File: config.mk
export PLATFORM = sky130hd
export DESIGN_NAME = bic_ctrl
export DESIGN_NICKNAME = d
export VERILOG_FILES = /design/src/rtl/bic_pkg.sv /design/src/rtl/bic_ctrl.sv
export VERILOG_INCLUDE_DIRS = /design/src /design/src/rtl
export SDC_FILE = /design/constraint.sdc
export NUM_CORES = 1
export LEC_CHECK = 0
export ABC_AREA = 1
export BUFFER_PORTS_ARGS = -buffer_cell sky130_fd_sc_hd__buf_2
export CORE_ASPECT_RATIO = 0.7
export CORE_UTILIZATION = 30
export DETAILED_ROUTE_END_ITERATION = 6
export PLACE_DENSITY = 0.66
export SYNTH_ARGS = -nofsm -noshare
export SYNTH_HDL_FRONTEND = slang
export SYNTH_SLANG_ARGS = --single-unit
File: constraint.sdc
create_clock -name clk -period 1.7 [get_ports clk]
set_input_delay 0.085 -clock clk [delete_from_list [all_inputs] [get_ports clk]]
set_output_delay 0.085 -clock clk [all_outputs]
set_load 0.005 [all_outputs]
File: src/rtl/box_iou_cost_engine_assert.svh
// Assertion macros shared by the box IoU cost engine modules.
// Each macro expects signals named clk and rst_n in the scope where it is used.
`ifndef BOX_IOU_COST_ENGINE_ASSERT_SVH
`define BOX_IOU_COST_ENGINE_ASSERT_SVH

// Same-cycle implication, disabled while reset is asserted.
`define BIC_ASSERT_NOW(lbl, ante, cons, msg) \
    lbl: assert property (@(posedge clk) disable iff (!rst_n) (ante) |-> (cons)) \
        else $error(msg);

// Next-cycle implication, disabled while reset is asserted.
`define BIC_ASSERT_NEXT(lbl, ante, cons, msg) \
    lbl: assert property (@(posedge clk) disable iff (!rst_n) (ante) |=> (cons)) \
        else $error(msg);

`endif

File: src/rtl/bic_pkg.sv
// Shared types and constants of the box IoU cost engine.
// No dependencies; every module of the engine imports this package.
package bic_pkg;

    // Request codes carried in req_type.
    localparam logic REQ_APPEND = 1'b0;
    localparam logic REQ_SCORE  = 1'b1;

    // IoU is a Q1.16 fraction; one is 2^16 and needs 17 bits.
    localparam int          IOU_W       = 17;
    localparam logic [16:0] IOU_ONE     = 17'h10000;
    localparam logic [16:0] GATE_RESET  = 17'd6554;
    localparam int          REF_INDEX_W = 5;

    // Operand widths of the overlap arithmetic.
    localparam int EXT_W   = 15;              // clamped extent and box size
    localparam int AREA_W  = 2 * EXT_W;       // one area or the intersection
    localparam int UNION_W = AREA_W + 1;      // sum of two areas
    localparam int REM_W   = UNION_W + 1;     // divider partial remainder

    typedef struct packed {
        logic        req_type;
        logic        frame_start;
        logic [15:0] box_left;
        logic [15:0] box_top;
        logic [14:0] box_width;
        logic [14:0] box_height;
    } req_t;

    typedef struct packed {
        logic [REF_INDEX_W-1:0] ref_index;
        logic [IOU_W-1:0]       cost;
        logic                   gate_pass;
        logic                   row_last;
    } rsp_t;

    // Commands from the controller to the datapath.
    typedef struct packed {
        logic det_load;   // capture the detection box of a score request
        logic wr_en;      // store the request box in the reference table
        logic rd_en;      // read one reference box into the pipeline
        logic rd_last;    // that box is the last stored one
    } ctl_cmd_t;

endpackage

File: src/rtl/bic_ctrl.sv
// Controller of the box IoU cost engine: request decode, table fill count, scan sequencing.
// Depends on bic_pkg and the assertion macros in box_iou_cost_engine_assert.svh.
`include "box_iou_cost_engine_assert.svh"

module bic_ctrl
    import bic_pkg::*;
#(
    parameter int  MAX_REF_BOXES = 32,
    localparam int IDX_W         = (MAX_REF_BOXES > 1) ? $clog2(MAX_REF_BOXES) : 1
) (
    input  logic                 clk,
    input  logic                 rst_n,
    input  logic                 start,
    input  req_t                 req,
    input  logic                 pipe_empty,
    output logic                 busy,
    output ctl_cmd_t             cmd,
    output logic [IDX_W-1:0]     wr_addr,
    output logic [IDX_W-1:0]     rd_addr
);

    localparam int CNT_W = $clog2(MAX_REF_BOXES + 1);
    localparam logic [CNT_W-1:0] CNT_MAX = CNT_W'(MAX_REF_BOXES);

    typedef enum logic [2:0] {
        ST_IDLE  = 3'b001,
        ST_SCAN  = 3'b010,
        ST_DRAIN = 3'b100
    } state_t;

    state_t           state_reg, state_next;
    logic [CNT_W-1:0] count_reg, count_next;
    logic [IDX_W-1:0] idx_reg, idx_next;
    logic             accept;
    logic [CNT_W-1:0] base;
    logic             room;
    logic             scan_last;

    assign accept    = start && (state_reg == ST_IDLE);
    assign base      = req.frame_start ? '0 : count_reg;
    assign room      = (base < CNT_MAX);
    assign scan_last = ((CNT_W'(idx_reg) + CNT_W'(1)) == count_reg);
    assign busy      = (state_reg != ST_IDLE);
    assign wr_addr   = base[IDX_W-1:0];
    assign rd_addr   = idx_reg;

    always_comb
    begin
        state_next   = state_reg;
        count_next   = count_reg;
        idx_next     = idx_reg;
        cmd          = '0;
        case (state_reg)
            ST_IDLE:
            begin
                if (accept && (req.req_type == REQ_APPEND))
                begin
                    cmd.wr_en  = room;
                    count_next = room ? (base + CNT_W'(1)) : base;
                end
                else if (accept)
                begin
                    cmd.det_load = 1'b1;
                    idx_next     = '0;
                    if (count_reg != '0)
                    begin
                        state_next = ST_SCAN;
                    end
                end
            end
            ST_SCAN:
            begin
                cmd.rd_en   = 1'b1;
                cmd.rd_last = scan_last;
                if (scan_last)
                begin
                    state_next = ST_DRAIN;
                end
                else
                begin
                    idx_next = idx_reg + IDX_W'(1);
                end
            end
            ST_DRAIN:
            begin
                if (pipe_empty)
                begin
                    state_next = ST_IDLE;
                end
            end
            default:
            begin
                state_next = ST_IDLE;
            end
        endcase
    end

    always_ff @(posedge clk or negedge rst_n)
    begin
        if (!rst_n)
        begin
            state_reg <= ST_IDLE;
            count_reg <= '0;
            idx_reg   <= '0;
        end
        else
        begin
            state_reg <= state_next;
            count_reg <= count_next;
            idx_reg   <= idx_next;
        end
    end

    `BIC_ASSERT_NOW(a_count_bound, 1'b1, count_reg <= CNT_MAX, "fill count above table size")
    `BIC_ASSERT_NOW(a_scan_in_table, state_reg == ST_SCAN, CNT_W'(idx_reg) < count_reg, "bad index")
    `BIC_ASSERT_NEXT(a_last_to_drain, cmd.rd_en && cmd.rd_last, state_reg == ST_DRAIN, "no drain")

endmodule

==> metrics.cfg <==
[pwr]
p_switching_mw = 1.033
finalPower_mw = 2.229
leakagePower_nw = 0.6478
pwr-share-clk = 0.148
p_int_mw = 1.196
vdd_ir_drop_max_uv = 800.6
netSwitchingFraction = 0.4633
power_frac_comb = 0.575
power_density_mw_per_mm2 = 1755
pwr-share-seq = 0.277

[critical_path]
crit_type = reg2out
r2r-end = rd_addr[2]
r2r_cells = 12
cp.arrival_ns = 1.65
endpoint = cmd[0]
startpoint = rd_addr[1]
r2r_slack_ns = 0
worstSetupStartpointType = flop
crit_path_end_kind = output pin
path_max_fanout = 3
cp_data_required_time_ns = 1.62
r2r_start = rd_addr[1]

[logic_synthesis]
synthTopCellsByCount = nand2_1, inv_1, nand3_1
syn_nets = 213
syn-cell-area_um2 = 970.9
yosysWarnings = 0
synth_edf_count = 0
netlist_instances = 143
synth.distinct_cells = 22
yosysMostFrequentCell = nand2_1
yosys.area.top_type_share = 0.3351
ys.flop_type = dfrtp_1
syn_avg_cell_area_um2 = 6.790
synth.top_cells.by_area = dfrtp_1, nand2_1, inv_1
ys_seq_area_frac = 0.3621
ys_async_sr_fraction = 1.000
synth_top_area_cell = dfrtp_1
yosys_register_bits = 14

[die]
die_x_um = 70.00
dieArea_mm2 = 0.003471
initial_utilization = 0.3322
rows = 16
core_area_mm2 = 0.002923
ios = 83
fp.dieH_um = 49.60

[status]
failed_checks = setup timing
status = finished, violations left

[clocking]
clockBufferDepth = 2
cts_root_buf = clkbuf_8
cts.reportedPaths.clkPinSlew_ns = 0.06
worstSkewPairLatency_ns = 0.25
cts_buffers = 3
cts_tree = done
clkSinkCount = 14
htree_levels = 1

[global_route]
antenna_found_initial = 0
track_usage = 0.1381
grt_max_degree = 15
grt_pass1_wl_mm = 3.739
grt_pass1_vias = 821
grt-ovfl-total = 0

[detailed_routing]
first_pass_iters = 4
routed_wl_mm = 2.306
via_count = 984
drt-initial-drc-count = 82
postRouteAntennaNets = 0
viasPerCell = 4.777
drc = 0
wl_per_cell_um = 11.19

[place]
io_buffers = 20
hpwl_mm = 1.807
pre_cts_slack_ns = 0.05375
gp_congestion = 0.7992
dp_cells = 200

[sta]
fin_ws_ns = -0.03945
clock-skew-final_ns = 0.003964
setup_tns_ns = -0.04366
slew-limit-headroom = 0.7484
tightest_slew_ns = 0.3739
grt_setup_unrepaired = true
fmax_mhz = 574.9
period_share = 1.023
finalHoldViolCount = 0
setup_viol = 2
fin_crit_ns = 1.739
drv_slew = 0

[min_path]
hold_class = in2reg

[final_layout]
area_growth_pct = 30.80
layout-drive-gt1-share = 0.2882
post-route-util = 0.4345
largest_register_ffs = 6
final_nets = 241
instances_no_fill = 206
antenna_cells = 0

[job]
cap_violations = 0

## critical path, cell delays in order, from the launching register on
cell,delay [ns]
dfrtp_1,0.41
ha_4,0.29
inv_2,0.03
nand2_2,0.05
nand2_2,0.05
nor2_2,0.07
nand3_1,0.09
nor2_2,0.12
nand4_1,0.12
inv_1,0.07
buf_2,0.10
## kinds of logic (layout without fill, tap and decap cells)
logic type / Yosys count / count (layout) / synth area share
buffers and inverters: 28 / 55 / 0.1121
muxes: 1 / 1 / 0.01031
adders and majority gates: 2 / 2 / 0.02577
AOI/OAI and AO/OA: 6 / 6 / 0.03350
DFF: 14 / 14 / 0.3621
xor gates and xnor gates: 2 / 2 / 0.01804
and+or+nand+nor: 90 / 90 / 0.4381
## cell usage in the layout (no fill, tap or decap), types with 2 or more instances in the layout
cell type,Yosys,final
nor3_2,1,2
nand3_2,0,4
nand3_1,19,15
nor4_1,2,2
nor2_4,0,2
nor2_2,3,3
nand2_1,37,34
buf_4,1,4
clkbuf_8,0,4
nand2_2,0,3
nand4_1,8,8
xor2_1,2,2
dfrtp_1,13,12
inv_1,26,25
nor2_1,16,14
buf_2,0,20
o21ai_0,4,4
## power by group through the flow
stage	clock network [mW]	logic (mW)	registers, mW
floorplan	0	0.769	0.596
finish	0.330	1.28	0.617
CTS	0.340	1.14	0.607
detailed placement	0	1.10	0.604
global route	0.355	1.42	0.644
global placement	0	1.08	0.604
## per-layer routing
metal / vias up / track usage / share of wire
li1: 510 / - / -
met1: 442 / 0.2225 / 0.56
met2: 32 / 0.1811 / 0.37
met3: 0 / 0.04294 / 0.069
met4: 0 / 0.01000 / 0
met5: - / 0 / 0
## area by class of cell
| type | count | area (µm²) |
|---|---|---|
| Clock buffer | 4 | 55.05 |
| Fill cell | 310 | 1653 |
| Inverter | 26 | 97.59 |
| Multi-Input combinational cell | 101 | 579.3 |
| Sequential cell | 14 | 352.8 |
| Tap cell | 36 | 45.04 |
| Timing Repair Buffer | 25 | 140.1 |
## through the flow
stage / area, µm² / hold WS [ns]
6_report: 1270 / 0.09398
5_1_grt: 1270 / 0.1048
4_1_cts: 1207 / 0.09505
3_5_place_dp: 1127 / 0.008622
3_3_place_gp: 1127 / 0.006742
2_1_floorplan: 970.9 / -0.2106
## worst min path at each step
stage / startpoint / endpoint / slack [ns] / cells past startpoint
after floorplan: rst_n / count_reg[0] / -0.21 / 0
after CTS: pipe_empty / state_reg[2] / 0.1 / 4
after detailed placement: rst_n / rd_addr[0] / 0.009 / 1
final: pipe_empty / state_reg[2] / 0.09 / 4
after global placement: rst_n / rd_addr[0] / 0.007 / 1
after global routing: pipe_empty / state_reg[2] / 0.10 / 4
## repair_timing
item,in CTS,in global routing
hold buffers,1,0
buffers inserted,0,1
hold endpoints to repair,13,0
setup endpoints to repair,2,10
pin swaps,1,8
gates resized for setup,3,14
No activity file was read; power rests on OpenSTA's default activity.
